File: src/sv/sdrne_pkg.sv
// ----------------------------------------------------------------------------
// sdrne_pkg
// Shared constants and types for the rounded signed divider pipeline.
// ----------------------------------------------------------------------------
package sdrne_pkg;

  // Default operand width in bits
  localparam int SDRNE_OPERAND_WIDTH = 32;

  // Sign and error flags that travel with each word down the pipeline
  typedef struct packed {
    logic neg_q;   // quotient takes a negative sign
    logic neg_r;   // remainder takes the dividend's sign
    logic dz;      // divisor was zero
  } sdrne_flags_t;

endpackage

File: src/sv/sdrne_post.sv
// ----------------------------------------------------------------------------
// sdrne_post
// Rounding and sign stages: decides half-even rounding on the truncated
// magnitudes, then applies signs into the output register.
// ----------------------------------------------------------------------------
module sdrne_post
  import sdrne_pkg::*;
#(
  parameter int OPERAND_WIDTH = SDRNE_OPERAND_WIDTH
) (
  input  logic                     clk,
  input  logic                     rst_n,
  input  logic                     up_valid,
  output logic                     up_ready,
  input  sdrne_flags_t             flags_in,
  input  logic [OPERAND_WIDTH-1:0] qmag_in,
  input  logic [OPERAND_WIDTH-1:0] rmag_in,
  input  logic [OPERAND_WIDTH-1:0] bmag_in,
  output logic                     dn_valid,
  input  logic                     dn_ready,
  output logic [OPERAND_WIDTH:0]   quotient,
  output logic [OPERAND_WIDTH-1:0] remainder,
  output logic                     div_by_zero
);

  // Round stage
  logic                     valid_a_r;
  logic                     ready_a;
  sdrne_flags_t             flags_a_r;
  logic [OPERAND_WIDTH:0]   qm_r, qm_nxt;
  logic [OPERAND_WIDTH:0]   rm_r, rm_nxt;
  logic [OPERAND_WIDTH:0]   two_r;
  logic                     rnd;

  // Sign stage (output register)
  logic                     valid_b_r;
  logic                     ready_b;
  logic [OPERAND_WIDTH:0]   quot_r, quot_nxt;
  logic [OPERAND_WIDTH-1:0] rem_r, rem_nxt;
  logic [OPERAND_WIDTH:0]   rem_signed;
  logic                     dz_r;

  assign ready_b  = !valid_b_r || dn_ready;
  assign ready_a  = !valid_a_r || ready_b;
  assign up_ready = ready_a;

  // Step away from zero when the remainder passes half the divisor,
  // or sits exactly at half with an odd truncated quotient
  always_comb begin
    two_r  = {rmag_in, 1'b0};
    rnd    = (two_r > {1'b0, bmag_in}) ||
             ((two_r == {1'b0, bmag_in}) && qmag_in[0]);
    qm_nxt = rnd ? ({1'b0, qmag_in} + 1'b1) : {1'b0, qmag_in};
    rm_nxt = rnd ? ({1'b0, rmag_in} - {1'b0, bmag_in}) : {1'b0, rmag_in};
  end

  always_ff @(posedge clk) begin
    if (!rst_n) begin
      valid_a_r <= 1'b0;
    end else if (ready_a) begin
      valid_a_r <= up_valid;
    end
  end

  always_ff @(posedge clk) begin
    if (up_valid && ready_a) begin
      flags_a_r <= flags_in;
      qm_r      <= qm_nxt;
      rm_r      <= rm_nxt;
    end
  end

  // Apply signs; force zeros on a zero divisor
  always_comb begin
    rem_signed = flags_a_r.neg_r ? (~rm_r + 1'b1) : rm_r;
    quot_nxt   = flags_a_r.neg_q ? (~qm_r + 1'b1) : qm_r;
    rem_nxt    = rem_signed[OPERAND_WIDTH-1:0];
    if (flags_a_r.dz) begin
      quot_nxt = '0;
      rem_nxt  = '0;
    end
  end

  always_ff @(posedge clk) begin
    if (!rst_n) begin
      valid_b_r <= 1'b0;
    end else if (ready_b) begin
      valid_b_r <= valid_a_r;
    end
  end

  always_ff @(posedge clk) begin
    if (valid_a_r && ready_b) begin
      quot_r <= quot_nxt;
      rem_r  <= rem_nxt;
      dz_r   <= flags_a_r.dz;
    end
  end

  assign dn_valid    = valid_b_r;
  assign quotient    = quot_r;
  assign remainder   = rem_r;
  assign div_by_zero = dz_r;

endmodule

File: config.mk
export PLATFORM = sky130hd
export DESIGN_NAME = sdrne_post
export DESIGN_NICKNAME = d
export VERILOG_FILES = /design/src/sv/sdrne_pkg.sv /design/src/sv/sdrne_post.sv
export SDC_FILE = /design/constraint.sdc
export NUM_CORES = 1
export LEC_CHECK = 0
export ABC_AREA = 1
export BUFFER_PORTS_ARGS = -buffer_cell sky130_fd_sc_hd__buf_4
export CORE_UTILIZATION = 53
export DETAILED_ROUTE_END_ITERATION = 10
export GPL_TIMING_DRIVEN = 0
export PLACE_DENSITY = 0.78
export SLEW_MARGIN = 25
export SYNTH_ARGS = -nofsm -noshare
export SYNTH_HDL_FRONTEND = slang
export SYNTH_SLANG_ARGS = --single-unit
export TNS_END_PERCENT = 10
File: constraint.sdc
create_clock -name clk -period 4.6 [get_ports clk]
set_input_delay 0.69 -clock clk [delete_from_list [all_inputs] [get_ports clk]]
set_output_delay 0.69 -clock clk [all_outputs]
set_load 0.005 [all_outputs]
==> flow_summary.rst <==
.. list-table::
   :header-rows: 1

   * - Metric
     - Value
   * - Status
     - finished, final reports clean
   * - Number of cell rows
     - 52
   * - Final Skew
     - 0.009065 ns
   * - Area of the core
     - 0.02043 sq mm
   * - Number of vias in the routed layout
     - 11.13k
   * - Routed length on met2
     - 14,660 microns
   * - Post-route cell area
     - 0.01350 sq mm
   * - Reg2reg end
     - remainder[26]
   * - Final number of setup-violating endpoints
     - 0
   * - Wl on met1
     - 14,800 microns
   * - Number of antenna violations at the first check in global routing
     - 2
   * - Unrepaired setup endpoints after global routing
     - no
   * - Fmax
     - ~0.36 GHz
   * - Setup crit start
     - rmag_in[0]
   * - Register-to-register path setup slack
     - 2.44 ns
   * - Sw Pwr
     - 1.214 mW
   * - Fill cell instance count of the final layout
     - ~1.8k
   * - Commonest non-fill, non-tap cells in the layout
     - nand2_1, inv_1, nor2_1
   * - Count of input and output buffers
     - 170
   * - First-pass GRT wire length
     - around 52,000 microns
   * - Number of gates resized after CTS
     - 0
   * - Number of design-rule violations left by the first detailed-router iteration
     - 955
   * - Worst ir drop on vdd
     - 0.0002618 V
   * - Share of the synthesized area in the top cell type
     - 36.02%
   * - Routed wire per std cell
     - 15.63 microns
   * - Clock latency reported for the late side of the worst-skew pair
     - approximately 0.42 ns
   * - Number of nets produced by synthesis
     - 1,791
   * - Hold/Removal Path Class
     - input port to flip-flop
   * - Final min period
     - 2.756 ns
   * - Total clock buffers created by CTS
     - 17
   * - Arrival @ worst endpoint
     - 2.89 ns
   * - Count of final hold-check violations
     - 0
   * - Placed inst area
     - ~0.013 sq mm
   * - Combined area of the multi-input logic cells
     - 0.005982 sq mm
   * - Detailed placement HPWL
     - approximately 27,000 microns
   * - Number of top-level pins
     - between 150 and 200
   * - Fin crit share
     - 59.91%
   * - Area of the die
     - between 0.02 and 0.025 sq mm
   * - DRT Pass-1 Iters
     - 6
   * - Post CTS Setup Buffer Count
     - 0
   * - R2R cell count
     - 10
   * - Fraction of the yosys area taken by sequential cells
     - 36.38%
   * - Ratio of cells with drive above 1 in the final layout
     - 13.68%
   * - Reg-to-reg critical path startpoint
     - rm_r[0]
   * - Number of vias per cell after detailed routing
     - around 5.3
   * - Average instance area after synthesis
     - ~6.9 sq um
   * - WHS
     - ~0.45 ns
   * - Number of max-slew violations in the final report
     - 0
   * - H-tree level count
     - 4
   * - Area overhead of the layout relative to synthesis
     - 20.88%
   * - Clock Tree Root
     - clkbuf_16
   * - Highest signal layer in the routed design
     - met5
   * - Number of warning messages in the yosys log
     - 0
   * - Clock tree from TritonCTS
     - built
   * - Transition time at the pin with the least slew margin
     - 0.7233 ns
   * - Cell area after synthesis
     - 0.01117 sq mm
   * - Smallest setup slack after layout
     - 1.844 ns
   * - Termination of the worst setup path
     - rm_r[28]
   * - Final setup TNS
     - 0 ns
   * - Reg area
     - 0.004064 sq mm
   * - Total detailed-routing wirelength
     - approximately 33,000 microns
   * - Endpoint required time on the critical path
     - between 4 and 5 ns
   * - Final nets
     - roughly 2k
   * - Hold buffers post-CTS
     - 0
   * - Clock-pin slew on the worst setup and hold paths
     - ~0.060 ns
   * - Worst setup slack before clock tree synthesis
     - roughly 1.5 ns
   * - Chip Height
     - 147.2 microns
   * - Die span in x
     - 147.2 microns
   * - Number of placed cells counting well taps
     - 2,065
   * - Residual DRC
     - 0
   * - Distinct cell type count after synthesis
     - 42
   * - Final weighted congestion in routability-driven placement
     - 0.9646
   * - Largest cells by area after synthesis
     - edfxtp_1, nand2_1, inv_1
   * - Remaining antenna violation count after routing
     - 0
   * - Maximum Capacitance Violations
     - 0
   * - Worst slew margin relative to its limit
     - 51.67%
   * - Sum of met3 wire segment lengths after detailed routing
     - 2638 microns
   * - Number of global-route vias before repair
     - approximately 10k
   * - Overall fraction of global-route tracks in use
     - between 30% and 40%
   * - Longest Clk Path Bufs
     - 2
   * - Starting density of the core
     - between 50% and 60%
   * - Leakage power summed over all cells
     - 6.627 nW
   * - Flop pwr share
     - between 30% and 40%
   * - Most common library cell in the layout ignoring fill and taps
     - nand2_1
   * - Switching share of power
     - 30.40%
   * - Internal Power
     - 2.780 mW
   * - Startpoint kind of the worst setup timing path
     - input port
   * - Crit path max fanout
     - 4
   * - Post-synthesis cell type with the largest combined area
     - edfxtp_1
   * - Relative contribution of combinational cells to total power
     - 25.0%
   * - Clock Power Share
     - a little over a third
   * - Pwr dens
     - 295.8 mW/mm^2
   * - Clock Sinks
     - 136
   * - Final instance count without filler cells
     - 2,098
   * - Pin count of the biggest net entering global routing
     - 36
   * - GRT overflow
     - 0
   * - Count of mapped cells out of synthesis
     - 1,622
   * - Total of flip-flops plus latches after synthesis
     - 136
   * - Critical path capture point type
     - flip-flop
   * - Critical path class
     - input port to flip-flop
logic make-up after synthesis:
group,synth area share [%]
AOI/OAI and AO/OA,8.691
xor gates and xnor gates,2.117
adders and majority gates,7.459
buffers and inverters,10.18
DFF,36.38
and+or+nand+nor,35.18
how the worst min path moves through the flow:
stage,cells after the start,from,end
finish,1,flags_in[2],flags_a_r[2]
global route,1,flags_in[2],flags_a_r[2]
CTS,1,flags_in[2],flags_a_r[2]
detailed placement,0,flags_a_r[0],div_by_zero
global placement,2,valid_a_r,dn_valid
floorplan,2,valid_a_r,dn_valid
metal layers:
| layer | vias to the layer above | global-route usage [%] |
|---|---|---|
| li1 | 5628 | - |
| met1 | 4964 | 43.72 |
| met2 | 484 | 48.66 |
| met3 | 48 | 3.758 |
| met4 | 2 | 9.845 |
| met5 | - | 0 |
cells in the mapped netlist (all sizes together):
cell / instances
nand2: 554
inv: 250
nor2: 186
edfxtp: 134
nand3: 99
a21oi: 96
ha: 65
o21ai: 65
nor3: 45
xnor2: 21
nand4: 20
clkbuf: 14
nand3b: 14
buf: 13
o21bai: 9
o21a: 6
xor2: 6
and2: 5
and3: 5
nor3b: 3
dfxtp: 2
o31ai: 2
or2: 2
a21boi: 1
a21o: 1
clkinv: 1
fa: 1
nor4: 1
o211ai: 1
state kept, by name, summed over array words and instances (netlist names):
| signal | count |
|---|---|
| flags_a_r | 3 |
| remainder | 32 |
| rm_r | 32 |
| qm_r | 33 |
| valid_a_r | 1 |
| dn_valid | 1 |
| div_by_zero | 1 |
| quotient | 33 |
per-stage QoR:
| stage | power [mW] | util (%) |
|---|---|---|
| floorplan | 2.186 | - |
| global placement | 2.538 | 62.59 |
| detailed placement | 2.565 | 63.02 |
| CTS | 3.988 | 66.09 |
| global route | 4.181 | 66.09 |
| finish | 3.994 | 66.10 |
critical path, stage by stage:
cell and delay [ns]:
buf_4 0.12, inv_1 0.05, ha_1 0.14, inv_1 0.08, fa_1 0.50, nand3_1 0.13, nand3_1 0.22, nand2_1 0.13
nand2_1 0.15, nand2_1 0.09, nand2_1 0.08, nand2_1 0.14, nand2_1 0.08, nand2_1 0.06, nand2_1 0.05, nand2_1 0.06
nand2_1 0.11
final cells by class:
class	count	area share (%)
well taps	270	2.502
repair buffers	173	10.01
diodes	1	0.01853
clock buffers	17	3.150
clock inverters	15	1.492
inverters	251	6.995
plain buffers	27	1.445
flip-flops and latches	136	30.09
multi-input cells	1208	44.30
power groups by stage:
stage | combinational (mW) | sequential (mW) | clock [mW]
finish | 0.999 | 1.56 | 1.43
global route | 1.11 | 1.57 | 1.49
CTS | 0.985 | 1.56 | 1.44
detailed placement | 0.979 | 1.59 | 0
global placement | 0.950 | 1.59 | 0
floorplan | 0.614 | 1.57 | 0
Note: power is estimated with default switching activity, not from simulation.
