$ cat config.mk
export PLATFORM = sky130hd
export DESIGN_NAME = sdrne_pre
export DESIGN_NICKNAME = d
export VERILOG_FILES = /design/src/sv/sdrne_pkg.sv /design/src/sv/sdrne_pre.sv
export SDC_FILE = /design/constraint.sdc
export NUM_CORES = 1
export LEC_CHECK = 0
export BUFFER_PORTS_ARGS = -buffer_cell sky130_fd_sc_hd__buf_2
export CAP_MARGIN = 0
export CORE_MARGIN = 8
export CORE_UTILIZATION = 55
export CTS_BUF_LIST = sky130_fd_sc_hd__clkbuf_4 sky130_fd_sc_hd__clkbuf_8
export CTS_CLUSTER_DIAMETER = 120
export CTS_CLUSTER_SIZE = 10
export DETAILED_ROUTE_END_ITERATION = 12
export PLACE_DENSITY = 0.86
export SYNTH_ARGS = -nofsm -noshare
export SYNTH_HDL_FRONTEND = slang
export SYNTH_SLANG_ARGS = --single-unit
$ cat constraint.sdc
create_clock -name clk -period 4.05 [get_ports clk]
set_clock_uncertainty 0.05 [all_clocks]
set_input_delay 0.81 -clock clk [delete_from_list [all_inputs] [get_ports clk]]
set_output_delay 0.81 -clock clk [all_outputs]
set_load 0.005 [all_outputs]
$ cat src/sv/sdrne_pkg.sv
// ----------------------------------------------------------------------------
// sdrne_pkg
// Shared constants and types for the rounded signed divider pipeline.
// ----------------------------------------------------------------------------
package sdrne_pkg;

  // Default operand width in bits
  localparam int SDRNE_OPERAND_WIDTH = 32;

  // Sign and error flags that travel with each word down the pipeline
  typedef struct packed {
    logic neg_q;   // quotient takes a negative sign
    logic neg_r;   // remainder takes the dividend's sign
    logic dz;      // divisor was zero
  } sdrne_flags_t;

endpackage

$ cat src/sv/sdrne_pre.sv
// ----------------------------------------------------------------------------
// sdrne_pre
// Entry stage: splits both operands into sign and magnitude and flags a
// zero divisor.
// ----------------------------------------------------------------------------
module sdrne_pre
  import sdrne_pkg::*;
#(
  parameter int OPERAND_WIDTH = SDRNE_OPERAND_WIDTH
) (
  input  logic                     clk,
  input  logic                     rst_n,
  input  logic                     up_valid,
  output logic                     up_ready,
  input  logic [OPERAND_WIDTH-1:0] dividend,
  input  logic [OPERAND_WIDTH-1:0] divisor,
  output logic                     dn_valid,
  input  logic                     dn_ready,
  output sdrne_flags_t             flags_out,
  output logic [OPERAND_WIDTH-1:0] amag_out,
  output logic [OPERAND_WIDTH-1:0] bmag_out
);

  logic                     valid_r;
  sdrne_flags_t             flags_r, flags_nxt;
  logic [OPERAND_WIDTH-1:0] amag_r, amag_nxt;
  logic [OPERAND_WIDTH-1:0] bmag_r, bmag_nxt;
  logic                     sign_a, sign_b;

  assign up_ready = !valid_r || dn_ready;

  // Take magnitudes; the most negative value maps to its unsigned magnitude
  always_comb begin
    sign_a          = dividend[OPERAND_WIDTH-1];
    sign_b          = divisor[OPERAND_WIDTH-1];
    amag_nxt        = sign_a ? (~dividend + 1'b1) : dividend;
    bmag_nxt        = sign_b ? (~divisor + 1'b1) : divisor;
    flags_nxt.neg_q = sign_a ^ sign_b;
    flags_nxt.neg_r = sign_a;
    flags_nxt.dz    = (divisor == '0);
  end

  // Hold or advance the stage valid
  always_ff @(posedge clk) begin
    if (!rst_n) begin
      valid_r <= 1'b0;
    end else if (up_ready) begin
      valid_r <= up_valid;
    end
  end

  // Load payload on an accepted word
  always_ff @(posedge clk) begin
    if (up_valid && up_ready) begin
      flags_r <= flags_nxt;
      amag_r  <= amag_nxt;
      bmag_r  <= bmag_nxt;
    end
  end

  assign dn_valid  = valid_r;
  assign flags_out = flags_r;
  assign amag_out  = amag_r;
  assign bmag_out  = bmag_r;

endmodule

==> summary.md, run 1 <==
| Metric | Value |
|---|---|
| Worst Path Arrival | 2.53 ns |
| Final WL | between 9 and 10 mm |
| Nets | 500 |
| CTS tree | done |
| Cell Area, Synth | 3590 um2 |
| HP Class | reg -> reg |
| Layout cells sized above 1 | 38.8% |
| WS Path Type | in -> reg |
| Seq cells post-synth | 68 |
| Post-cts hold buffer count | 0 |
| Area of the multi-input gates | between 1000 and 1500 um2 |
| Seq/Total Area, Yosys | 56.7% |
| Inserted Diodes | 0 |
| Largest net degree at the start of global routing | 68 |
| TritonCTS Buffers | 9 |
| Initial antenna violation count | 0 |
| Fin. Hold Viols | 0 |
| Grt ovf | 0 |
| Num ports | 137 |
| Vias in the first global route | 3063 |
| Netlist cell types | 40 |
| EDFF count, synth | between 60 and 70 |
| Max_slew headroom | a little over two fifths |
| Worst vdd ir | 0.209 mV |
| PortBufs | roughly 140 |
| GRT met3 Usage | 5.97% |
| First-pass DRT Iterations | 5 |
| Hold WS | 0.474 ns |
| Post-route minimum period | 2.45 ns |
| Num Clock Sinks | roughly 70 |
| Latest clock arrival within the worst-skew pair | 0.33 ns |
| Largest area contributor in the netlist | edfxtp_1 |
| Core ar. | roughly 6300 um2 |
| Global-route wire length before repair | ~15 mm |
| # resized after CTS | 0 |
| RSZ-0062 raised after global routing | no |
| Total GRT Usage | 19.1% |
| Dpl hpwl | 7.00 mm |
| Row cnt | 29 |
| Final-report max-slew violation count | 0 |
| Die Area | 9360 um2 |
| Instance area at placement | 4330 um2 |
| P_leak | 1.72 nW |
| PD cells | 359 nW/um2 |
| Final Core Density | 71.3% |
| Met1 usage in global routing | between 20 and 25% |
| Synth top area share | a little under three fifths |
| Final TNS setup | 0 ns |
| Clock-pin slew on the worst setup and hold paths | about 0.070 ns |
| Mapped Cells | 287 |
| Crit start category | input port |
| Asr flop ratio synth | 0% |
| Status | finished, final reports clean |
| CP Data Required Time | 4.13 ns |
| Post-CTS Repair Setup Buffers | 0 |
| Post-route ant nets | 0 |
| CTS Buffer Depth | 2 |
| Met2 Use GR | 31.6% |
| Main synth FF type | edfxtp_1 |
| H-tree depth | 3 |
| Gpl congestion | roughly 0.9 |
| Area grow syn2layout | 25.6% |
| CP Capture Type | register |
| Fin crit share | 60.6% |
| Design area | 4500 um2 |
| Die Y-Extent | 96.7 um |
| Worst slew pin tran | 0.851 ns |
| Post-DR wirelength/cell | 18.0 um |
| FMAX | 408 MHz |
| Synth area leaders | edfxtp_1 56%, xnor2_1 13%, o31ai_1 3.6%, nand2_1 2.5%, o21ai_0 2.4% |
| Max-cap viol count | 0 |
| CP Max Fanout | 5 |
| Final setup fails | 0 |
| DRC | 0 |
| Syn Area/Cell | 12.5 um2 |
| Via count | 2946 |
| Register area | 2030 um2 |
| Tot Pwr | around 1.6 mW |
| Cell chosen for the clock root | clkbuf_8 |
| Synth Net Count | 359 |
| Initial Util | 56.8% |
| Global-route layer with the greatest usage | met2 |
| Fill count | 470 |
| Syn. warnings | 0 |
| Die width | roughly 97 um |
| DRT iter0 DRCs | 104 |
| DR vias/cell | ~5.8 |
per-layer routing:
layer / wire length, um / part of all wire, %
met1: 3740 / 41
met2: 4470 / 49
met3: 781 / 8.5
met4: 175 / 1.9
met5: 0 / 0
worst max-delay path: stages:
cell and delay, ns:
buf_2 0.13, inv_1 0.08, ha_1 0.18, nor4b_1 0.37, nand4_1 0.32, or3_1 0.40, o311ai_1 0.24
cell usage after synthesis, types with 4 or more instances:
cell type,n
inv_1,8
nor4_1,12
or3_1,5
edfxtp_1,67
nand4_1,5
xnor2_1,55
clkbuf_1,5
ha_1,4
o31ai_1,17
nor2_1,11
nand2_1,24
o21ai_0,17
o41ai_1,8
nor3_1,5
nand2b_1,5
placed cells by master, fill, tap and decap left out, types with 8 or more instances in the layout:
cell type,instances
o21ai_0,17
nand2_1,24
nor2_1,11
buf_2,136
xnor2_1,55
clkbuf_8,10
o41ai_1,8
inv_1,8
o31ai_1,17
nor4_1,12
edfxtp_1,67
metrics by stage:
stage               setup WS, ns  cells
finish                      1.60    510
global route                1.43    510
CTS                         1.65    510
detailed placement          1.29    494
global placement            1.40    494
floorplan                   1.03    287
cell type report:
class / count / area share [%]
inverters: 8 / 0.667
well taps: 77 / 2.14
clock inverters: 3 / 0.333
flip-flops and latches: 68 / 45.1
clock buffers: 13 / 3.56
repair buffers: 137 / 15.3
multi-input cells: 204 / 32.9
state kept, by name, indices dropped and copies added (netlist names):
signal / count
amag_out: 32
bmag_out: 32
dn_valid: 1
flags_out: 3
path summary, 6_finish.rpt:
kind	startpoint	end	slack, ns	cells past startpoint
min	dn_valid	dn_valid	0.47	2
max reg2reg	dn_valid	bmag_out[28]	2.39	3
max	dividend[0]	amag_out[30]	1.60	7
min reg2reg	dn_valid	dn_valid	0.47	2
cell families after synthesis:
kind of cell / count (synthesis) / synth area share [%]
DFF: 68 / 56.7
buffers and inverters: 15 / 2.06
AOI/OAI and AO/OA: 51 / 10.9
and+or+nand+nor: 91 / 14.9
xor gates and xnor gates: 58 / 14.2
adders and majority gates: 4 / 1.40
power breakdown:
group | internal, mW | total [mW] | switching [mW] | leakage (nW)
registers | 0.846 | 0.859 | 0.0128 | 0.657
clock network | 0.257 | 0.498 | 0.241 | 0.0974
logic | 0.116 | 0.260 | 0.144 | 0.962
Power figures use the tool's default switching activity.
==> inputs of run 2 (changes only) <==
Settings changed: CORE_UTILIZATION 55 to 46, PLACE_DENSITY 0.86 to 0.77.
Clock period 4.05 ns to 2 ns, I/O delays scaled along.
==> summary.md, run 2 (same netlist as run 1, synthesis figures left out) <==
| Metric | Value |
|---|---|
| Post-CTS Repair Setup Buffers | 0 |
| DR vias/cell | around 5.2 |
| Grt ovf | 0 |
| Status | finished, final reports clean |
| H-tree depth | 3 |
| Design area | 4920 um2 |
| DRT iter0 DRCs | 95 |
| Post-route minimum period | 1.88 ns |
| Nets | 549 |
| Layout cells sized above 1 | 45.2% |
| Inserted Diodes | 0 |
| TritonCTS Buffers | 9 |
| Global-route wire length before repair | 15.0 mm |
| Total GRT Usage | between 10% and 20% |
| Initial Util | 46.9% |
| Final-report max-slew violation count | 0 |
| Num ports | roughly 140 |
| Core ar. | 7650 um2 |
| Crit start category | input port |
| Die width | around 100 um |
| Num Clock Sinks | 68 |
| Fin crit share | 93.9% |
| Flop2flop setup slack | around 0.70 ns |
| Instance area at placement | roughly 4700 um2 |
| Max_slew headroom | 66.3% |
| Die Area | roughly 11000 um2 |
| P_leak | 1.95 nW |
| Worst reg2reg path endpoint | amag_out[24] |
| Post-route ant nets | 0 |
| Post-cts hold buffer count | 0 |
| CTS Buffer Depth | 2 |
| Fin. Hold Viols | 0 |
| Dpl hpwl | 7.27 mm |
| Critical R2R Launch | dn_valid |
| DRC | 0 |
| FMAX | 533 MHz |
| CTS tree | done |
| Most frequent cells in the layout | 136 x buf_2, 67 x edfxtp_1, 55 x xnor2_1 |
| Pre-CTS setup slack | -0.316 ns |
| Worst Path Arrival | ~1.9 ns |
| Cell chosen for the clock root | clkbuf_8 |
| Via count | 3039 |
| Area grow syn2layout | 37.3% |
| Worst vdd ir | 0.295 mV |
| PortBufs | 136 |
| Worst Setup SP | dividend[1] |
| CP Capture Point | amag_out[30] |
| PnR worst setup slack | 0.123 ns |
| Gpl congestion | roughly 0.90 |
| Max-cap viol count | 0 |
| Initial antenna violation count | 0 |
| Die Y-Extent | 104 um |
| CP Max Fanout | 3 |
| Final Core Density | 64.4% |
| Post-DR wirelength/cell | 15.7 um |
| HP Class | in -> reg |
| Final WL | 9.15 mm |
| Vias in the first global route | 3205 |
| Final setup fails | 0 |
| CP Capture Type | register |
| First-pass DRT Iterations | 6 |
| Row cnt | 32 |
| Largest net degree at the start of global routing | 68 |
| Latest clock arrival within the worst-skew pair | 0.32 ns |
| R2R depth | 3 |
| # resized after CTS | 0 |
| Fill count | roughly 600 |
| Worst slew pin tran | ~0.50 ns |
| Clock-pin slew on the worst setup and hold paths | around 0.070 ns |
| WS Path Type | in -> reg |
| PD cells | 674 nW/um2 |
| CP Data Required Time | 2.01 ns |
| Most common cell after layout, fill and taps aside | buf_2 |
-- run 2: changes by cell type in the layout (fill, tap and decap cells not counted) --
cell        delta
nor4b_1        -1
clkinv_2       -1
buf_4         +48
nor4b_2        +1
clkbuf_4       -1
buf_12         +1
clkinvlp_4     +2
-- run 2: metal layers --
layer / track usage [%] / vias to the layer above / share of wire [%]
li1: - / 1487 / -
met1: 18.8 / 1422 / 42
met2: 28.5 / 116 / 49
met3: 5.82 / 14 / 8.1
met4: 5.17 / 0 / 1.1
met5: 0 / - / 0
-- run 2: how the worst min path moves through the flow --
stage | depth (start not counted) | slack, ns | end | from
3_3_place_gp | 2 | 0.45 | dn_valid | dn_valid
4_1_cts | 1 | 0.23 | bmag_out[0] | divisor[0]
6_report | 1 | 0.25 | bmag_out[0] | divisor[0]
3_5_place_dp | 2 | 0.48 | dn_valid | dn_valid
2_1_floorplan | 0 | 0.45 | amag_out[0] | dividend[0]
5_1_grt | 1 | 0.23 | bmag_out[0] | divisor[0]
-- run 2: final cells by class --
cell class                      instances  area [um2]  area share (%)
Sequential cell                        68        2030            41.3
Multi-Input combinational cell        204        1490            30.2
Timing Repair Buffer                  186        1070            21.7
Clock buffer                           12         153            3.10
Tap cell                              102         128            2.59
Inverter                                8        30.0           0.610
Clock inverter                          4        25.0           0.508
-- run 2: where the power goes --
| part | internal [mW] | switching (mW) | total, mW | leakage (nW) |
|---|---|---|---|---|
| registers | 1.71 | 0.0245 | 1.74 | 0.657 |
| logic | 0.282 | 0.298 | 0.580 | 1.20 |
| clock network | 0.508 | 0.493 | 1.00 | 0.0892 |
| total | 2.50 | 0.815 | 3.32 | 1.95 |
-- run 2: worst max-delay path, cell delays in order --
cell	delay (ns)
buf_2	0.11
inv_1	0.10
ha_1	0.17
nor4b_2	0.28
nand4_1	0.23
buf_4	0.21
o31ai_1	0.25
o311ai_1	0.14
-- run 2: stage by stage --
step	std cells	total power, mW	hold slack (ns)	TNS (ns)
after global placement	568	2.34	0.447	-0.889
after floorplan	287	2.01	0.449	0
after CTS	584	3.35	0.231	0
after global routing	584	3.46	0.233	-0.0155
after detailed placement	568	2.35	0.485	-2.13
final	584	3.32	0.248	0
