**config.mk**
```make
export PLATFORM = sky130hd
export DESIGN_NAME = sdrne_div_stage
export DESIGN_NICKNAME = d
export VERILOG_FILES = /design/src/sv/sdrne_pkg.sv /design/src/sv/sdrne_div_stage.sv
export SDC_FILE = /design/constraint.sdc
export NUM_CORES = 1
export LEC_CHECK = 0
export BUFFER_PORTS_ARGS = -buffer_cell sky130_fd_sc_hd__buf_4
export CAP_MARGIN = 20
export CORE_AREA = 2 2 135 137
export DETAILED_ROUTE_END_ITERATION = 8
export DIE_AREA = 0 0 137 139
export GPL_TIMING_DRIVEN = 1
export SLEW_MARGIN = 5
export SYNTH_ARGS = -nofsm -noshare
export SYNTH_HDL_FRONTEND = slang
export SYNTH_SLANG_ARGS = --single-unit
```
**constraint.sdc**
```tcl
create_clock -name clk -period 3.3 [get_ports clk]
set_input_delay 0.33 -clock clk [delete_from_list [all_inputs] [get_ports clk]]
set_output_delay 0.33 -clock clk [all_outputs]
set_load 0.02 [all_outputs]
```
**src/sv/sdrne_pkg.sv**
```systemverilog
// ----------------------------------------------------------------------------
// sdrne_pkg
// Shared constants and types for the rounded signed divider pipeline.
// ----------------------------------------------------------------------------
package sdrne_pkg;

  // Default operand width in bits
  localparam int SDRNE_OPERAND_WIDTH = 32;

  // Sign and error flags that travel with each word down the pipeline
  typedef struct packed {
    logic neg_q;   // quotient takes a negative sign
    logic neg_r;   // remainder takes the dividend's sign
    logic dz;      // divisor was zero
  } sdrne_flags_t;

endpackage

```
**src/sv/sdrne_div_stage.sv**
```systemverilog
// ----------------------------------------------------------------------------
// sdrne_div_stage
// One restoring division step: shifts in one dividend bit, trial-subtracts
// the divisor magnitude and shifts the resulting quotient bit in.
// ----------------------------------------------------------------------------
module sdrne_div_stage
  import sdrne_pkg::*;
#(
  parameter int OPERAND_WIDTH = SDRNE_OPERAND_WIDTH
) (
  input  logic                     clk,
  input  logic                     rst_n,
  input  logic                     up_valid,
  output logic                     up_ready,
  input  sdrne_flags_t             flags_in,
  input  logic [OPERAND_WIDTH-1:0] aq_in,     // dividend bits above, quotient bits below
  input  logic [OPERAND_WIDTH-1:0] rem_in,
  input  logic [OPERAND_WIDTH-1:0] bmag_in,
  output logic                     dn_valid,
  input  logic                     dn_ready,
  output sdrne_flags_t             flags_out,
  output logic [OPERAND_WIDTH-1:0] aq_out,
  output logic [OPERAND_WIDTH-1:0] rem_out,
  output logic [OPERAND_WIDTH-1:0] bmag_out
);

  logic                     valid_r;
  sdrne_flags_t             flags_r;
  logic [OPERAND_WIDTH-1:0] aq_r, aq_nxt;
  logic [OPERAND_WIDTH-1:0] rem_r, rem_nxt;
  logic [OPERAND_WIDTH-1:0] bmag_r;
  logic [OPERAND_WIDTH:0]   rem_sh;
  logic [OPERAND_WIDTH:0]   diff;
  logic                     qbit;

  assign up_ready = !valid_r || dn_ready;

  // Trial subtract; keep the difference when it does not go negative
  always_comb begin
    rem_sh  = {rem_in, aq_in[OPERAND_WIDTH-1]};
    diff    = rem_sh - {1'b0, bmag_in};
    qbit    = (rem_sh >= {1'b0, bmag_in});
    rem_nxt = qbit ? diff[OPERAND_WIDTH-1:0] : rem_sh[OPERAND_WIDTH-1:0];
    aq_nxt  = {aq_in[OPERAND_WIDTH-2:0], qbit};
  end

  // Hold or advance the stage valid
  always_ff @(posedge clk) begin
    if (!rst_n) begin
      valid_r <= 1'b0;
    end else if (up_ready) begin
      valid_r <= up_valid;
    end
  end

  // Load payload on an accepted word
  always_ff @(posedge clk) begin
    if (up_valid && up_ready) begin
      flags_r <= flags_in;
      aq_r    <= aq_nxt;
      rem_r   <= rem_nxt;
      bmag_r  <= bmag_in;
    end
  end

  assign dn_valid  = valid_r;
  assign flags_out = flags_r;
  assign aq_out    = aq_r;
  assign rem_out   = rem_r;
  assign bmag_out  = bmag_r;

endmodule

```
==> results of run 1 <==
==> report_power, final <==
group	internal (mW)	switching (mW)	total (mW)
Clock	0.528	0.500	1.03
Sequential	1.53	0.0273	1.56
Combinational	0.432	0.508	0.940
==> state kept, by name, indices dropped and copies added (netlist names) <==
| name | cells |
|---|---|
| flags_out | 3 |
| dn_valid | 1 |
| bmag_out | 32 |
| aq_out | 32 |
| rem_out | 32 |
==> final cells by class <==
cell class,count,area (µm²)
Fill cell,1691,10180
Sequential cell,100,2993
Multi-Input combinational cell,291,1996
Timing Repair Buffer,232,1767
Tap cell,229,286.5
Clock buffer,10,229.0
Inverter,39,146.4
Clock inverter,6,57.56
==> metal layers <==
metal,global-route usage (%),vias to the layer above
met5,0,-
met4,5.643,0
met3,4.057,11
met2,24.35,152
met1,17.81,1913
li1,-,2087
==> worst paths after layout <==
kind / depth (start not counted) / endpoint
worst max register to register: 3 / rem_out[19]
worst max-delay path: 13 / rem_out[30]
worst min-delay path: 1 / aq_out[23]
worst min register to register: 2 / dn_valid
==> critical path, delay by kind of cell <==
family / cells / cell delay, ps
compound gates: 6 / 1480
xor+xnor: 1 / 120
fa+ha+maj: 2 / 620
buf+inv: 2 / 110
mux: 1 / 310
simple gates: 1 / 180
==> synthesized netlist by cell type, drive strengths merged (5+ instances only) <==
cell type | instances | area (µm²)
edfxtp | 99 | 2973
a21oi | 55 | 275.3
inv | 39 | 146.4
nor2 | 37 | 138.9
ha | 32 | 400.4
nand2 | 28 | 105.1
o21ai | 16 | 83.83
xnor2 | 15 | 131.4
a21o | 13 | 97.59
xor2 | 12 | 105.1
mux2 | 10 | 112.6
clkbuf | 8 | 30.03
nand3 | 8 | 40.04
buf | 7 | 42.54
nand4 | 7 | 43.79
o21a | 6 | 45.04
nand2b | 5 | 31.28
==> logic make-up after synthesis <==
kind of cell               share of synthesized area [%]
buffers and inverters                              4.207
xor gates and xnor gates                           4.543
adders and majority gates                          8.077
DFF                                                57.50
AOI/OAI and AO/OA                                  14.40
and+or+nand+nor                                    8.726
muxes                                              2.548
==> cell usage in the layout, fill, tap and decap left out, types with 7 or more instances in the layout <==
master and n:
sky130_fd_sc_hd__a21oi_1 55, sky130_fd_sc_hd__clkbuf_16 9, sky130_fd_sc_hd__ha_1 32, sky130_fd_sc_hd__o21ai_0 15, sky130_fd_sc_hd__xor2_1 12, sky130_fd_sc_hd__nor2_1 37
sky130_fd_sc_hd__buf_4 230, sky130_fd_sc_hd__nand3_1 8, sky130_fd_sc_hd__nand2_1 28, sky130_fd_sc_hd__inv_1 39, sky130_fd_sc_hd__edfxtp_1 99, sky130_fd_sc_hd__xnor2_1 15
sky130_fd_sc_hd__a21o_1 13, sky130_fd_sc_hd__nand4_1 7
==> flow_results.xml, run 1 <==
<?xml version="1.0" encoding="UTF-8"?>
<metrics>
  <group name="synth">
    <metric name="synth_warnings" unit="">0</metric>
    <metric name="yosysUniqueCellTypes" unit="">49</metric>
    <metric name="ys_seq_elements" unit="">100</metric>
    <metric name="netlist_area" unit="µm²">5205</metric>
    <metric name="ys.flop_type" unit="">sky130_fd_sc_hd__edfxtp_1</metric>
    <metric name="synth_enable_flop_cells" unit="">99</metric>
    <metric name="synth_async_sr_flop_share" unit="%">0</metric>
    <metric name="syn-mean-instance-area" unit="µm²">11.70</metric>
    <metric name="synthCells" unit="">445</metric>
    <metric name="postSynthNetCount" unit="">581</metric>
    <metric name="seq_area_frac_synth" unit="%">57.50</metric>
  </group>
  <group name="sta">
    <metric name="finalCritPeriodShare" unit="%">93.14</metric>
    <metric name="worstMarginPinSlew" unit="ps">644.4</metric>
    <metric name="rsz_0062_raised_after_global_routing" unit="">false</metric>
    <metric name="report.final.slew_viol_count" unit="">0</metric>
    <metric name="finClkSkew" unit="ps">7.116</metric>
    <metric name="final_hold_slack" unit="ps">155.7</metric>
    <metric name="report.final.hold_viol_count" unit="">0</metric>
    <metric name="tns" unit="ps">0</metric>
    <metric name="setup-violations-final" unit="">0</metric>
    <metric name="max_slew_margin" unit="%">57.04</metric>
    <metric name="clock.fmax" unit="GHz">0.3253</metric>
    <metric name="postLayoutSetupSlackWorst" unit="ps">226.2</metric>
    <metric name="period_minus_ws_final" unit="ps">3074</metric>
  </group>
  <group name="setup_path">
    <metric name="critical_path_arrival" unit="ps">3170</metric>
    <metric name="worst_setup_path_end_kind" unit="">flip-flop</metric>
    <metric name="cpMaxStageDelayCell" unit="">sky130_fd_sc_hd__fa_1</metric>
    <metric name="path_max_fanout" unit="">3</metric>
    <metric name="class_of_the_most_critical_setup_path" unit="">input port to flip-flop</metric>
    <metric name="worstSetupStartpointType" unit="">input port</metric>
    <metric name="timing.critical_path.from" unit="">aq_in[31]</metric>
    <metric name="critPathRequiredTime" unit="ps">3400</metric>
    <metric name="critical_path.max_stage_delay" unit="ps">400</metric>
    <metric name="crit_path_cell_trace" unit="">buf_4 &gt; inv_1 &gt; ha_1 &gt; fa_1 &gt; nand2b_1 &gt; a21oi_1 &gt; o2111ai_1 &gt; o311a_1 &gt; a21oi_1 &gt; a21oi_1 &gt; o41ai_1 &gt; xor2_1 &gt; mux2_1</metric>
    <metric name="reg2reg_from" unit="">dn_valid</metric>
    <metric name="regToRegSetupSlack" unit="ps">1590</metric>
    <metric name="cp_common_cell" unit="">sky130_fd_sc_hd__a21oi_1</metric>
  </group>
  <group name="clocking">
    <metric name="cts_tree" unit="">yes</metric>
    <metric name="numClockSinks" unit="">100</metric>
    <metric name="tritoncts.num_buffers" unit="">9</metric>
    <metric name="post_cts.resized_instances" unit="">0</metric>
    <metric name="clock_tree_buffer_depth" unit="">2</metric>
    <metric name="post-cts-setup-buffers" unit="">0</metric>
    <metric name="clkSlewWorstSetupHoldPaths" unit="ps">70</metric>
    <metric name="clkLatencyLatePin" unit="ps">350</metric>
    <metric name="cts-root-buf" unit="">sky130_fd_sc_hd__clkbuf_16</metric>
    <metric name="cts.htree.levels" unit="">3</metric>
    <metric name="cts_hold_buf" unit="">0</metric>
  </group>
  <group name="global_routing">
    <metric name="wire_length_of_the_first_global_routing_pass" unit="µm">21710</metric>
    <metric name="grt_antenna_before_repair" unit="">0</metric>
    <metric name="globalRouteTotalUtil" unit="%">14.61</metric>
    <metric name="grt_max_degree" unit="">50</metric>
    <metric name="global_route.overflow_total" unit="">0</metric>
    <metric name="grt_pass1_vias" unit="">4272</metric>
  </group>
  <group name="place">
    <metric name="io_buffers" unit="">203</metric>
    <metric name="place_ws" unit="ps">-81.85</metric>
    <metric name="post-place-cells" unit="">891</metric>
    <metric name="detailedPlacementHpwl" unit="µm">11140</metric>
    <metric name="dpl-instance-area" unit="µm²">7188</metric>
    <metric name="place_congestion" unit="">0.9259</metric>
  </group>
  <group name="flow_run">
    <metric name="max_cap_viol_count" unit="">0</metric>
  </group>
  <group name="routing">
    <metric name="total_iterations_of_the_first_detailed_routing_run" unit="">5</metric>
    <metric name="totalWireLength" unit="µm">13910</metric>
    <metric name="wl_met3" unit="µm">1070</metric>
    <metric name="remaining_drc_errors" unit="">0</metric>
    <metric name="route.detailed.vias_per_inst" unit="">4.590</metric>
    <metric name="post_drt_wl_per_cell" unit="µm">15.34</metric>
    <metric name="num_vias" unit="">4163</metric>
    <metric name="met2RoutedLength" unit="µm">6673</metric>
    <metric name="drt_iter0_drc" unit="">248</metric>
    <metric name="highest_routed_metal_layer" unit="">met4</metric>
    <metric name="detail_route.wirelength.met1" unit="µm">5906</metric>
    <metric name="detail-route-antenna-nets" unit="">0</metric>
  </group>
  <group name="floorplan">
    <metric name="fp.dieArea" unit="µm²">19040</metric>
    <metric name="fp.coreArea" unit="µm²">17660</metric>
    <metric name="die_width" unit="µm">137</metric>
    <metric name="row_count" unit="">49</metric>
    <metric name="floorplan.initialDensity" unit="%">29.48</metric>
    <metric name="boundaryPins" unit="">204</metric>
    <metric name="die-height" unit="µm">139</metric>
  </group>
  <group name="layout">
    <metric name="final_cell_area" unit="µm²">7475</metric>
    <metric name="fraction_of_the_core_area_covered_by_cells_at_the_end_of_the_flow" unit="%">42.33</metric>
    <metric name="area_overhead_of_the_layout_relative_to_synthesis" unit="%">43.61</metric>
    <metric name="layout_cells_sized_above_1" unit="%">38.20</metric>
    <metric name="finalNetCount" unit="">809</metric>
    <metric name="instances_no_fill" unit="">907</metric>
    <metric name="antennaDiodeCount" unit="">0</metric>
  </group>
  <group name="power">
    <metric name="total_power" unit="mW">3.529</metric>
    <metric name="ir_drop" unit="mV">0.2469</metric>
    <metric name="pwr_density" unit="nW/µm²">472.1</metric>
    <metric name="cellLeakagePower" unit="nW">3.292</metric>
  </group>
  <group name="run_status">
    <metric name="run_status" unit="">completed</metric>
  </group>
  <group name="worst_hold_path">
    <metric name="hold_path_class" unit="">input port to flip-flop</metric>
    <metric name="min_from" unit="">aq_in[22]</metric>
  </group>
</metrics>
Note: power is estimated with default switching activity, not from simulation.
==> run 2: changes to the inputs <==
RECOVER_POWER = 50   (was unset)
==> run 2 against run 1 <==
Sequential share of layout area grew 2.2 points. Non-clock buffer count is the same. Setup slack gained 28 ps. Clock-buffer cell count is the same. Clock power is essentially flat. Flip-flop and latch count is the same. Largest power group unchanged.
==> flow_results.xml, run 2 (synthesis results as in run 1) <==
<?xml version="1.0" encoding="UTF-8"?>
<metrics>
  <group name="setup_path">
    <metric name="regToRegSetupSlack" unit="ps">1590</metric>
    <metric name="critPathRequiredTime" unit="ps">3400</metric>
    <metric name="critical_path.max_stage_delay" unit="ps">400</metric>
    <metric name="worst_setup_path_end_kind" unit="">flip-flop</metric>
    <metric name="cpMaxStageDelayCell" unit="">sky130_fd_sc_hd__fa_1</metric>
    <metric name="class_of_the_most_critical_setup_path" unit="">input port to flip-flop</metric>
    <metric name="r2r_end" unit="">rem_out[19]</metric>
    <metric name="reg2reg_from" unit="">dn_valid</metric>
    <metric name="cp_num_buf_inv" unit="">2</metric>
    <metric name="worstSetupStartpointType" unit="">input port</metric>
    <metric name="critical_path.top_delay_family" unit="">compound AO/OA/AOI/OAI gates</metric>
    <metric name="critical_path_arrival" unit="ps">3140</metric>
    <metric name="path_max_fanout" unit="">3</metric>
    <metric name="r2r_worst_path_depth" unit="">3</metric>
    <metric name="timing.critical_path.from" unit="">aq_in[31]</metric>
    <metric name="crit_path_cell_trace" unit="">buf_4 &gt; inv_1 &gt; ha_1 &gt; fa_1 &gt; nand2b_1 &gt; a21oi_1 &gt; o2111ai_1 &gt; o311a_1 &gt; a21oi_1 &gt; a21oi_1 &gt; o41ai_1 &gt; xor2_1 &gt; mux2_1</metric>
    <metric name="cp_common_cell" unit="">sky130_fd_sc_hd__a21oi_1</metric>
  </group>
  <group name="power">
    <metric name="pwr_density" unit="nW/µm²">487.0</metric>
    <metric name="cellLeakagePower" unit="nW">2.903</metric>
    <metric name="ir_drop" unit="mV">0.2461</metric>
  </group>
  <group name="sta">
    <metric name="worstMarginPinSlew" unit="ps">642.0</metric>
    <metric name="final_hold_slack" unit="ps">174.0</metric>
    <metric name="period_minus_ws_final" unit="ps">3045</metric>
    <metric name="finalCritPeriodShare" unit="%">92.28</metric>
    <metric name="clock.fmax" unit="GHz">0.3284</metric>
    <metric name="report.final.hold_viol_count" unit="">0</metric>
    <metric name="report.final.slew_viol_count" unit="">0</metric>
    <metric name="setup-violations-final" unit="">0</metric>
    <metric name="rsz_0062_raised_after_global_routing" unit="">false</metric>
    <metric name="finClkSkew" unit="ps">9.405</metric>
    <metric name="max_slew_margin" unit="%">57.20</metric>
  </group>
  <group name="clocking">
    <metric name="numClockSinks" unit="">100</metric>
    <metric name="cts-root-buf" unit="">sky130_fd_sc_hd__clkbuf_16</metric>
    <metric name="cts_tree" unit="">yes</metric>
    <metric name="clkSlewWorstSetupHoldPaths" unit="ps">70</metric>
    <metric name="cts.htree.levels" unit="">3</metric>
    <metric name="clkLatencyLatePin" unit="ps">350</metric>
    <metric name="tritoncts.num_buffers" unit="">9</metric>
    <metric name="clock_tree_buffer_depth" unit="">2</metric>
    <metric name="post_cts.resized_instances" unit="">0</metric>
    <metric name="cts_hold_buf" unit="">0</metric>
    <metric name="post-cts-setup-buffers" unit="">0</metric>
  </group>
  <group name="place">
    <metric name="detailedPlacementHpwl" unit="µm">11140</metric>
    <metric name="place_congestion" unit="">0.9259</metric>
    <metric name="io_buffers" unit="">203</metric>
    <metric name="dpl-instance-area" unit="µm²">7188</metric>
  </group>
  <group name="routing">
    <metric name="wl_met3" unit="µm">1058</metric>
    <metric name="drt_iter0_drc" unit="">263</metric>
    <metric name="route.detailed.vias_per_inst" unit="">4.576</metric>
    <metric name="num_vias" unit="">4150</metric>
    <metric name="detail_route.wirelength.met1" unit="µm">6040</metric>
    <metric name="met2RoutedLength" unit="µm">6608</metric>
    <metric name="detail-route-antenna-nets" unit="">0</metric>
    <metric name="highest_routed_metal_layer" unit="">met4</metric>
    <metric name="totalWireLength" unit="µm">13950</metric>
    <metric name="remaining_drc_errors" unit="">0</metric>
    <metric name="total_iterations_of_the_first_detailed_routing_run" unit="">4</metric>
    <metric name="post_drt_wl_per_cell" unit="µm">15.38</metric>
  </group>
  <group name="layout">
    <metric name="layout_cells_sized_above_1" unit="%">22.71</metric>
    <metric name="mostFrequentLayoutCell" unit="">sky130_fd_sc_hd__clkbuf_1</metric>
    <metric name="footprint_of_the_multi_input_gates" unit="µm²">1996</metric>
    <metric name="antennaDiodeCount" unit="">0</metric>
    <metric name="final_cell_mix" unit="">104 x sky130_fd_sc_hd__clkbuf_1, 99 x sky130_fd_sc_hd__edfxtp_1, 81 x sky130_fd_sc_hd__buf_4, 55 x sky130_fd_sc_hd__a21oi_1, 44 x sky130_fd_sc_hd__clkbuf_4</metric>
    <metric name="area_overhead_of_the_layout_relative_to_synthesis" unit="%">36.03</metric>
    <metric name="final_cell_area" unit="µm²">7081</metric>
    <metric name="fill_cells" unit="">1782</metric>
    <metric name="area_taken_by_flip_flops_and_latches" unit="µm²">2993</metric>
    <metric name="finalNetCount" unit="">809</metric>
  </group>
  <group name="floorplan">
    <metric name="fp.coreArea" unit="µm²">17660</metric>
    <metric name="row_count" unit="">49</metric>
    <metric name="boundaryPins" unit="">204</metric>
    <metric name="floorplan.initialDensity" unit="%">29.48</metric>
    <metric name="fp.dieArea" unit="µm²">19040</metric>
    <metric name="die-height" unit="µm">139</metric>
    <metric name="die_width" unit="µm">137</metric>
  </group>
  <group name="global_routing">
    <metric name="wire_length_of_the_first_global_routing_pass" unit="µm">21710</metric>
    <metric name="globalRouteTotalUtil" unit="%">14.61</metric>
    <metric name="grt_max_degree" unit="">50</metric>
    <metric name="grt_antenna_before_repair" unit="">0</metric>
    <metric name="global_route.overflow_total" unit="">0</metric>
    <metric name="grt_pass1_vias" unit="">4272</metric>
  </group>
  <group name="worst_hold_path">
    <metric name="min_from" unit="">aq_in[22]</metric>
    <metric name="hold_path_class" unit="">input port to flip-flop</metric>
    <metric name="timing.hold.worst_path_depth" unit="">1</metric>
    <metric name="timing.hold.worst_endpoint" unit="">aq_out[23]</metric>
  </group>
  <group name="run_status">
    <metric name="run_status" unit="">completed</metric>
  </group>
  <group name="flow_run">
    <metric name="max_cap_viol_count" unit="">0</metric>
  </group>
</metrics>
## run 2: worst max-delay path by stage
| stage | end | slack [ps] | depth (start not counted) |
|---|---|---|---|
| 2_1_floorplan | rem_out[13] | 130 | 12 |
| 3_3_place_gp | rem_out[30] | -3 | 13 |
| 3_5_place_dp | rem_out[26] | -80 | 14 |
| 4_1_cts | rem_out[26] | 290 | 14 |
| 5_1_grt | rem_out[30] | 10 | 13 |
| 6_report | rem_out[30] | 250 | 13 |
## run 2: through the flow
step / worst slack, ps / total power [mW] / util [%] / setup TNS (ps) / cells
final: 254.6 / 3.448 / 40.10 / 0 / 907
after global routing: 10.24 / 3.629 / 40.10 / 0 / 907
after CTS: 286.3 / 3.579 / 42.33 / 0 / 907
after detailed placement: -81.85 / 2.533 / 40.71 / -162.7 / 891
after global placement: -3.172 / 2.519 / 40.71 / -3.387 / 891
after floorplan: 133.6 / 2.122 / - / 0 / 445
## run 2: worst reg2reg max path: stages, from the launching register on
cell                       delay [ps]
sky130_fd_sc_hd__dfxtp_1          310
sky130_fd_sc_hd__nand2b_1         110
sky130_fd_sc_hd__and2_4           570
sky130_fd_sc_hd__buf_4            390
## run 2: power breakdown
group | switching (mW) | leakage (nW) | total [mW] | internal [mW]
clock | 0.500 | 0.141 | 1.03 | 0.528
sequential | 0.0256 | 0.964 | 1.56 | 1.53
combinational | 0.509 | 1.80 | 0.862 | 0.353
## run 2: metal layers
metal / up-vias / GRT usage [%]
li1: 2087 / -
met5: - / 0
met1: 1900 / 17.81
met3: 11 / 4.057
met2: 152 / 24.35
met4: 0 / 5.643
## run 2: final cells by class
type | count | area share (%)
Clock buffer | 10 | 3.234
Multi-Input combinational cell | 291 | 28.19
Tap cell | 229 | 4.047
Clock inverter | 6 | 0.8129
Sequential cell | 100 | 42.27
Inverter | 39 | 2.067
Timing Repair Buffer | 232 | 19.39
